<file path="src/rtl/gimv_pkg.sv">
// Shared types and constants for the grouped int8 matrix-vector row block.
package gimv_pkg;

  // Input word command codes
  localparam logic CMD_LOAD   = 1'b0;
  localparam logic CMD_WEIGHT = 1'b1;

  // Configuration register indexes
  localparam logic [1:0] CFG_GROUP_SIZE = 2'd0;
  localparam logic [1:0] CFG_ROW_LENGTH = 2'd1;
  localparam logic [1:0] CFG_ROW_COUNT  = 2'd2;

  // Field widths
  localparam int GS_W     = 9;
  localparam int LEN_REGW = 13;
  localparam int ROWS_W   = 17;
  localparam int CFG_W    = 17;
  localparam int SCALE_W  = 32;
  localparam int SUM_W    = 24;
  localparam int ACC_W    = 64;
  localparam int OFF_W    = 8;
  localparam int DONE_W   = 16;

  // Reset values of the configuration registers
  localparam logic [GS_W-1:0]     GS_RESET   = 9'd64;
  localparam logic [LEN_REGW-1:0] LEN_RESET  = 13'd256;
  localparam logic [ROWS_W-1:0]   ROWS_RESET = 17'd1;

  // Controller states
  typedef enum logic [2:0] {
    ST_IDLE,
    ST_MUL,
    ST_FACT,
    ST_PROD,
    ST_ACC
  } state_t;

  // Commands from controller to datapath
  typedef struct packed {
    logic accept_load;
    logic accept_weight;
    logic do_mul;
    logic do_fact;
    logic do_prod;
    logic do_acc;
  } ctrl_cmd_t;

  // Status from datapath to controller
  typedef struct packed {
    logic grp_end;
  } dp_stat_t;

endpackage

</file>
<file path="src/rtl/gimv_ctrl.sv">
// Controller state machine sequencing load and weight words.
module gimv_ctrl (
  input  logic                  clk,
  input  logic                  rst_n,
  input  logic                  start,
  input  logic                  in_cmd,
  input  gimv_pkg::dp_stat_t    stat,
  output gimv_pkg::ctrl_cmd_t   cmd,
  output logic                  busy
);

  gimv_pkg::state_t state_r, state_nxt;

  // state register
  always_ff @(posedge clk) begin
    if (!rst_n) begin
      state_r <= gimv_pkg::ST_IDLE;
    end else begin
      state_r <= state_nxt;
    end
  end

  // next state
  always_comb begin
    state_nxt = state_r;
    unique case (state_r)
      gimv_pkg::ST_IDLE: begin
        if (start && in_cmd == gimv_pkg::CMD_WEIGHT) begin
          state_nxt = gimv_pkg::ST_MUL;
        end
      end
      gimv_pkg::ST_MUL: begin
        state_nxt = stat.grp_end ? gimv_pkg::ST_FACT : gimv_pkg::ST_IDLE;
      end
      gimv_pkg::ST_FACT: state_nxt = gimv_pkg::ST_PROD;
      gimv_pkg::ST_PROD: state_nxt = gimv_pkg::ST_ACC;
      gimv_pkg::ST_ACC:  state_nxt = gimv_pkg::ST_IDLE;
      default:           state_nxt = gimv_pkg::ST_IDLE;
    endcase
  end

  // outputs
  always_comb begin
    cmd  = '0;
    busy = 1'b1;
    unique case (state_r)
      gimv_pkg::ST_IDLE: begin
        busy              = 1'b0;
        cmd.accept_load   = start && (in_cmd == gimv_pkg::CMD_LOAD);
        cmd.accept_weight = start && (in_cmd == gimv_pkg::CMD_WEIGHT);
      end
      gimv_pkg::ST_MUL:  cmd.do_mul  = 1'b1;
      gimv_pkg::ST_FACT: cmd.do_fact = 1'b1;
      gimv_pkg::ST_PROD: cmd.do_prod = 1'b1;
      gimv_pkg::ST_ACC:  cmd.do_acc  = 1'b1;
      default:           busy        = 1'b1;
    endcase
  end

endmodule

</file>
<file path="config.mk">
export PLATFORM = sky130hd
export DESIGN_NAME = gimv_ctrl
export DESIGN_NICKNAME = d
export VERILOG_FILES = /design/src/rtl/gimv_pkg.sv /design/src/rtl/gimv_ctrl.sv
export SDC_FILE = /design/constraint.sdc
export NUM_CORES = 1
export LEC_CHECK = 0
export BUFFER_PORTS_ARGS = -buffer_cell sky130_fd_sc_hd__buf_2
export CAP_MARGIN = 20
export CORE_AREA = 2 2 39 41
export DETAILED_ROUTE_END_ITERATION = 8
export DIE_AREA = 0 0 41 43
export SYNTH_ARGS = -nofsm -noshare
export SYNTH_HDL_FRONTEND = slang
export SYNTH_SLANG_ARGS = --single-unit
</file>
<file path="constraint.sdc">
create_clock -name clk -period 3.55 [get_ports clk]
set_clock_uncertainty 0.2 [all_clocks]
set_input_delay 0.5325 -clock clk [delete_from_list [all_inputs] [get_ports clk]]
set_output_delay 0.5325 -clock clk [all_outputs]
set_load 0.02 [all_outputs]
</file>
# --- Word-level counts from Yosys, hierarchy flattened ---
# Index checks and enable logic that the tools add are counted.
totals:
  register_bits: 3
  in_bits: 5
op_classes:
  eq_ne: 5
  muxes: 9
  bitwise: 1
  n_reduce_logical: 3
op_table:
  columns: ["op", "n"]
  rows:
  - ["case mux 3 bit (4 select lines)", 1]
  - ["equality test 3 x 2 -> 1 bit, second input constant", 2]
  - ["two-way mux 1 bit", 5]
  - ["two-way mux 2 bit", 2]
  - ["equality test 3 x 1 -> 1 bit, second input constant", 1]
  - ["equality test 3 bit, second input constant", 1]
  - ["zero test 3 bit", 1]
  - ["two-way mux 3 bit", 1]
  - ["logical AND 1 bit", 2]
  - ["!= test 2 bit, second input constant", 1]
  - ["inverter 1 bit", 1]

# --- Depth between registers and ports, before layout ---
# Gate-level depths: netlist of run 1.
depth:
  depth_word: 3
  mapped_depth: 2

# --- Worst setup path before layout of run 1 ---
# No wires, ideal clock.
synth_timing:
  kind: "register to output"
  start: "reg state_r[2]"
  end: "out cmd[5] in the netlist's numbering"
  arrival_time_ps: 1114
  t_required_ps: 2817
  setup_slack_ps: 1704
  path_stages_with_launch: 3
  path_buffers: 0
  path_cell_list: "dfxtp_1 > or3_4 > nor3b_2"
synth_rtl:
  columns: ["item", "line", "source"]
  rows:
  - ["start, declared", "gimv_ctrl.sv:12", "gimv_pkg::state_t state_r, state_nxt;"]
  - ["start signal, assigned", "gimv_ctrl.sv:17", "state_r <= gimv_pkg::ST_IDLE;"]
  - ["start signal, assigned", "gimv_ctrl.sv:19", "state_r <= state_nxt;"]
  - ["end, declared", "gimv_ctrl.sv:8", "output gimv_pkg::ctrl_cmd_t cmd,"]

==> qor.txt, run 1 <==
outcome - finished clean
post-cts resize count - 0
normalized max-slew margin - 84.3%
CP Capture Type - output port
starting density of the core - 12.2%
Avg Inst Size Synth - 9.38 µm²
CTS Buffer Depth - 2
MaxCap Viol Count - 0
Final Critical Period - 2.05 ns
die span in x - 41 µm
WHS Path Cells - 2
Clock transition at path regs - 0.04 ns
Syn-to-layout area delta - 60.0%
row count - 14
critical hold path startpoint - rst_n
Most used DFF post-synth - dfxtp_1
reg2reg path depth - 2
drt wl/cell - 8.20 µm
final setup fails - 0
routed wire length - 402 µm
Critical R2R Launch - state_r[2]$_SDFFE_PN0P_
Die Y - 43 µm
Critical Path Fanout Max - 8
fin crit share - 57.6%
# IOs - 12
drt first pass iters - 2
layout cell share with drive strength beyond 1 - 51.5%
RSZ-0062 raised after global routing - false
final cell count without fillers - 49
drt drc - 0
placed instance count - 45
Setup Total Neg Slack - 0 ns
Slew @ Worst Pin - 0.232 ns
total track usage - 6.32%
WHS Endpoint - state_r[2]$_SDFFE_PN0P_
peak supply drop - 68.7 µV
post-synthesis register bit count - 3
H-tree depth - 1
flip-flop count of the largest register after layout - 3
Antenna diodes - 0
FFs w/ async S/R, synth - 0%
CTS tree - yes
Final Hold Fails - 0
min-delay worst type - input pin to register
Port Buffers - 11
Synth area leader - dfxtp_1
Seq/Total Area, Yosys - 35.6%
gr ovfl total - 0
YS warnings - 0
Gate Count Post-Synth - 18
Synth top area share - 35.6%
Fmax - 489 MHz
CTS Hold Bufs - 0
CTS root buf - clkbuf_4
Setup Buffers After CTS - 0
number of routed nets with antenna violations - 0
initial antenna violation count - 0
Worst EP arrival - 1.31 ns
Vias/cell - 3.78
crit start category - register
Post-Syn Nets - 23
first-pass GRT wire length - 683 µm
reg2reg end - state_r[2]$_SDFFE_PN0P_
core outline area - 1380 µm²
worst reg2reg setup slack - 2.45 ns
Pwr per Cell Area - 425 nW/µm²
Placer Congestion - 0.599
detailed-route via count - 185
post-synth cell types - 12
CP Data Required Time - 2.82 ns
largest cells by area after synthesis - dfxtp_1 (36%), nor3b_1 (13%), nand2b_1 (7.4%)
DRT iter0 DRCs - 3
Post-synth EDFFs - 0
Clock Latency Late Sink - 0.23 ns
largest net degree at the start of global routing - 9
Leakage Power - 0.000130 µW
final net count - 39
Power, Total - 115 µW
# clock sinks - 3
Syn Std Cell Area - 169 µm²
commonest cells in the netlist - dfxtp_1 (3), nor3b_1 (3), a21oi_1 (2), nand2b_1 (2)
max-slew violations - 0
HPWL after detailed placement - 313 µm
TritonCTS Buffers - 3
Worst Setup Path Type - register to output port
die area - 1760 µm²
Biggest register - state_r
vias in the first global route - 192
largest registers - state_r: 3 flops
Fillers - 166
-- worst max-delay path: stages, from the launching register on --
cell,delay [ns]
dfxtp_1,0.36
or3_4,0.40
nor3b_2,0.15
buf_2,0.18
-- how the worst max path moves through the flow --
stage	startpoint	to	slack [ns]	cells past startpoint
final	state_r[0]$_SDFFE_PN0P_	cmd[5]	1.50	3
after global routing	state_r[0]$_SDFFE_PN0P_	cmd[5]	1.40	3
after detailed placement	state_r[2]$_SDFFE_PN0P_	cmd[5]	1.74	3
after floorplan	state_r[2]$_SDFFE_PN0P_	cmd[5]	1.70	2
after CTS	state_r[0]$_SDFFE_PN0P_	cmd[5]	1.49	3
after global placement	state_r[2]$_SDFFE_PN0P_	cmd[5]	1.76	3
-- cells in the final DEF, fill, tap and decap left out --
cell and instances:
clkbuf_1 1, a21oi_1 2, or3_4 1, and3b_2 1
nand3b_1 1, nand2b_1 2, nor3b_2 1, nor3b_1 3
clkbuf_4 3, and2_1 1, dfxtp_1 3, nor2_1 1
nand2_1 1, nor4b_1 1, buf_2 11
-- report_power, final --
| group | internal [µW] | total [µW] | switching (µW) | leakage (µW) |
|---|---|---|---|---|
| clock network | 42.1 | 59.0 | 16.9 | 0.0000150 |
| logic | 8.58 | 18.5 | 9.92 | 0.0000902 |
| registers | 35.1 | 37.3 | 2.15 | 0.0000244 |
| total | 85.8 | 115 | 29.0 | 0.000130 |
-- stage by stage --
| step | hold slack, ns | util, % | instance area, µm² | setup slack, ns |
|---|---|---|---|---|
| after detailed placement | 0.338 | 17.6 | 244 | 1.74 |
| after global routing | 0.342 | 19.5 | 270 | 1.40 |
| after floorplan | 0.285 | - | 169 | 1.70 |
| final | 0.338 | 19.5 | 270 | 1.50 |
| after global placement | 0.323 | 17.6 | 244 | 1.76 |
| after CTS | 0.330 | 19.5 | 270 | 1.49 |
-- cell type report --
cell class	instances	area [µm²]	area share, %
well taps	16	20.0	7.41
flip-flops and latches	3	60.1	22.2
multi-input cells	15	109	40.3
repair buffers	11	55.1	20.4
clock buffers	4	26.3	9.72
-- per-layer routing --
| layer | share of wire, % | GRT usage, % |
|---|---|---|
| met5 | 0 | 0 |
| met4 | 0 | 12.0 |
| met3 | 8.7 | 0 |
| met2 | 53 | 8.44 |
| met1 | 39 | 5.77 |
-- cells by family after synthesis --
logic type,synth area share (%)
simple gates,58.5
flops,35.6
compound gates,5.93
(Power assumes the default switching activity.)
==> run 2: changes to the inputs <==
Clock period 3.55 ns to 1.9 ns, I/O delays scaled along.
==> run 2 against run 1 <==
Compared with the run above:
- cell count unchanged
- critical path depth stayed put
- first-iteration DRC count fell by 33%
- sequential power is 87% higher
- via count is 0.54% higher
- wire length up 3.5%
- register-to-register slack worse by 1.6 ns
- die area unchanged
- final area unchanged
- non-clock buffer count did not move
- total power up 91%
- sequential cell count is the same
==> qor.txt, run 2 (synthesis results as in run 1) <==
normalized max-slew margin - 84.5%
number of routed nets with antenna violations - 0
vias in the first global route - 177
Port Buffers - 11
largest registers - state_r: 3 flops
Final Hold Fails - 0
gr ovfl total - 0
Worst EP arrival - 1.32 ns
peak supply drop - 121 µV
fin crit share - 95.2%
core outline area - 1380 µm²
CTS Buffer Depth - 2
most frequent cells in the layout - buf_2 (11), nor3b_1 (3), clkbuf_4 (3), dfxtp_1 (3)
CP Capture Type - output port
post-cts resize count - 0
die span in x - 41 µm
most common cell after layout, fill and taps aside - buf_2
routed wire length - 416 µm
detailed-route via count - 186
Vias/cell - 3.80
Syn-to-layout area delta - 60.0%
min-delay worst type - input pin to register
Clock Latency Late Sink - 0.24 ns
die area - 1760 µm²
H-tree depth - 1
Final Critical Period - 1.81 ns
DRT iter0 DRCs - 2
post-place setup slack - 0.334 ns
TritonCTS Buffers - 3
RSZ-0062 raised after global routing - false
# clock sinks - 3
Placer Congestion - 0.553
Biggest register - state_r
final net count - 39
drt wl/cell - 8.49 µm
initial antenna violation count - 0
Fmax - 553 MHz
final non-filler cell area - 270 µm²
Slew @ Worst Pin - 0.232 ns
Worst Setup Path Type - register to output port
CTS tree - yes
DP Area - 244 µm²
Reg area - 60.1 µm²
Clock transition at path regs - 0.04 ns
Pwr per Cell Area - 813 nW/µm²
Worst Slack Setup Final - 0.0918 ns
total track usage - 5.91%
max-slew violations - 0
row count - 14
Antenna diodes - 0
Die Y - 43 µm
drt first pass iters - 2
first-pass GRT wire length - 586 µm
CTS root buf - clkbuf_4
Critical Path Fanout Max - 8
Fillers - 167
area taken by multi-input logic gates - 109 µm²
flip-flop count of the largest register after layout - 3
Setup Total Neg Slack - 0 ns
Leakage Power - 0.000130 µW
CP Data Required Time - 1.41 ns
largest net degree at the start of global routing - 9
drt drc - 0
Setup Buffers After CTS - 0
final setup fails - 0
outcome - finished clean
starting density of the core - 12.2%
layout cell share with drive strength beyond 1 - 51.5%
CTS Hold Bufs - 0
crit start category - register
MaxCap Viol Count - 0
# IOs - 12
run 2: cell counts in the layout (fill, tap and decap cells not counted):
No cell type changed its count.
run 2: worst max-delay path, cell delays in order, from the launching register on:
cell,delay (ns)
dfxtp_1,0.36
or3_4,0.40
nor3b_2,0.15
buf_2,0.18
run 2: final timing paths:
path | startpoint | slack, ns | end | cells past startpoint
setup reg to reg | state_r[2]$_SDFFE_PN0P_ | 0.81 | state_r[2]$_SDFFE_PN0P_ | 2
hold / removal | rst_n | 0.08 | state_r[2]$_SDFFE_PN0P_ | 2
hold reg to reg | state_r[2]$_SDFFE_PN0P_ | 0.33 | state_r[0]$_SDFFE_PN0P_ | 1
setup / recovery | state_r[0]$_SDFFE_PN0P_ | 0.09 | cmd[5] | 3
run 2: final cells by class:
cell class              instances  share of cell area [%]
clock buffers                   4                    9.72
multi-input cells              15                    40.3
flip-flops and latches          3                    22.2
well taps                      16                    7.41
repair buffers                 11                    20.4
run 2: routing by layer:
layer	global-route usage, %	wire (µm)	vias up
met1	4.47	161	79
met5	0	0	-
met2	7.50	203	9
met4	14.0	16	0
li1	-	-	96
met3	0	36	2
run 2: stage by stage:
stage,power [µW],hold slack (ns),cells,utilization [%]
floorplan,91.7,0.207,18,-
global placement,105,0.328,45,17.6
detailed placement,106,0.321,45,17.6
CTS,228,0.0752,49,19.5
global route,233,0.104,49,19.5
finish,220,0.0825,49,19.5
run 2: power by group:
group	switching [µW]	internal, µW
combinational	18.5	16.0
sequential	4.02	65.6
clock	36.5	78.9
total	59.0	161
==> run 3: changes to the inputs <==
Settings changed: CORE_AREA 2 2 39 41 to 4 4 41 43, DIE_AREA 0 0 41 43 to 0 0 45 47.
==> run 3 against run 2 <==
Compared with the run above:
- cell count down 2.0%
- setup slack better by 0.015 ns
- sequential power about the same
- via count down 1.1%
- final area down 0.46%
- sequential share of layout area up 0.10 points
- non-clock buffer count unchanged
- first-iteration DRC count down 50%
- global-route usage down 0.94 points
- clock-buffer cell count unchanged
- critical path type unchanged
- critical endpoint unchanged
==> qor.txt, run 3 (synthesis results as in run 1) <==
final non-filler cell area - 269 µm²
Worst EP arrival - 1.31 ns
total track usage - 4.98%
CP Capture Type - output port
row count - 13
CTS Buffer Depth - 2
largest registers - state_r: 3 flops
final setup fails - 0
Fmax - 558 MHz
GR Util met1 - 4.09%
peak supply drop - 139 µV
number of routed nets with antenna violations - 0
drt first pass iters - 2
Placer Congestion - 0.542
Slew @ Worst Pin - 0.208 ns
Setup Total Neg Slack - 0 ns
Syn-to-layout area delta - 59.3%
Worst Setup Path Type - register to output port
H-tree depth - 1
Clock transition at path regs - 0.04 ns
final net count - 39
reg2reg path depth - 2
min-delay worst type - input pin to register
layout cell share with drive strength beyond 1 - 51.5%
largest net degree at the start of global routing - 9
CTS root buf - clkbuf_4
routed wire length - 403 µm
met3 Resource Use GR - 4.60%
Final Critical Period - 1.79 ns
gr ovfl total - 0
post-cts resize count - 0
outcome - finished clean
Setup Buffers After CTS - 0
Antenna diodes - 0
crit start category - register
critical hold path startpoint - rst_n
CTS Hold Bufs - 0
normalized max-slew margin - 85.9%
worst reg2reg setup slack - 0.81 ns
fin crit share - 94.4%
Pwr per Cell Area - 802 nW/µm²
GR Util met2 - 6.78%
most common cell after layout, fill and taps aside - buf_2
MaxCap Viol Count - 0
GR peak layer - met2
Leakage Power - 0.000130 µW
flip-flop count of the largest register after layout - 3
Final Hold Fails - 0
first-pass GRT wire length - 648 µm
RSZ-0062 raised after global routing - false
DRT iter0 DRCs - 1
Critical Path Fanout Max - 7
starting density of the core - 13.0%
# IOs - 12
WHS Endpoint - state_r[2]$_SDFFE_PN0P_
WHS Path Cells - 2
core outline area - 1300 µm²
Die Y - 47 µm
Vias/cell - 3.83
Critical R2R Launch - state_r[2]$_SDFFE_PN0P_
Biggest register - state_r
Clock Latency Late Sink - 0.23 ns
max-slew violations - 0
most frequent cells in the layout - buf_2 (11), nor3b_1 (3), clkbuf_4 (3), dfxtp_1 (3)
CTS tree - yes
die area - 2120 µm²
die span in x - 45 µm
vias in the first global route - 172
Port Buffers - 11
TritonCTS Buffers - 3
# clock sinks - 3
DP Area - 243 µm²
detailed-route via count - 184
initial antenna violation count - 0
drt drc - 0
CP Data Required Time - 1.41 ns
reg2reg end - state_r[2]$_SDFFE_PN0P_
drt wl/cell - 8.40 µm
-- run 3: cell type report --
cell class	count	area, µm²
timing repair buffer	11	55.1
multi-input combinational	15	109
fill	156	1030
sequential	3	60.1
tap	15	18.8
clock buffer	4	26.3
-- run 3: where the power goes --
part           internal [µW]  total [µW]  switching [µW]  leakage [µW]
sequential              65.6        69.3            3.65     0.0000244
combinational           16.0        34.8            18.7     0.0000902
clock                   78.7         112            32.9     0.0000150
-- run 3: metrics by stage --
step,hold slack (ns),std cells,utilization (%),total power (µW),worst slack (ns)
floorplan,0.207,18,-,91.7,0.301
global placement,0.328,44,18.7,105,0.352
detailed placement,0.324,44,18.7,106,0.347
CTS,0.0895,48,20.7,224,0.0895
global route,0.0959,48,20.7,235,0.0482
finish,0.0948,48,20.7,216,0.107
-- run 3: layer usage --
metal,routed length [µm],part of all wire (%)
met5,0,0
met2,202,50
met3,56,14
met1,144,36
met4,0,0
-- run 3: critical path, cell delays in order, from the launching register on --
cell	delay, ns
dfxtp_1	0.34
or3_4	0.41
nor3b_2	0.15
buf_2	0.18
-- run 3: worst max path at each step --
stage                       startpoint  cells past startpoint  endpoint
2_1_floorplan  state_r[2]$_SDFFE_PN0P_                      2    cmd[5]
3_3_place_gp   state_r[2]$_SDFFE_PN0P_                      3    cmd[5]
3_5_place_dp   state_r[2]$_SDFFE_PN0P_                      3    cmd[5]
4_1_cts        state_r[2]$_SDFFE_PN0P_                      3    cmd[5]
5_1_grt        state_r[2]$_SDFFE_PN0P_                      3    cmd[5]
6_report       state_r[2]$_SDFFE_PN0P_                      3    cmd[5]
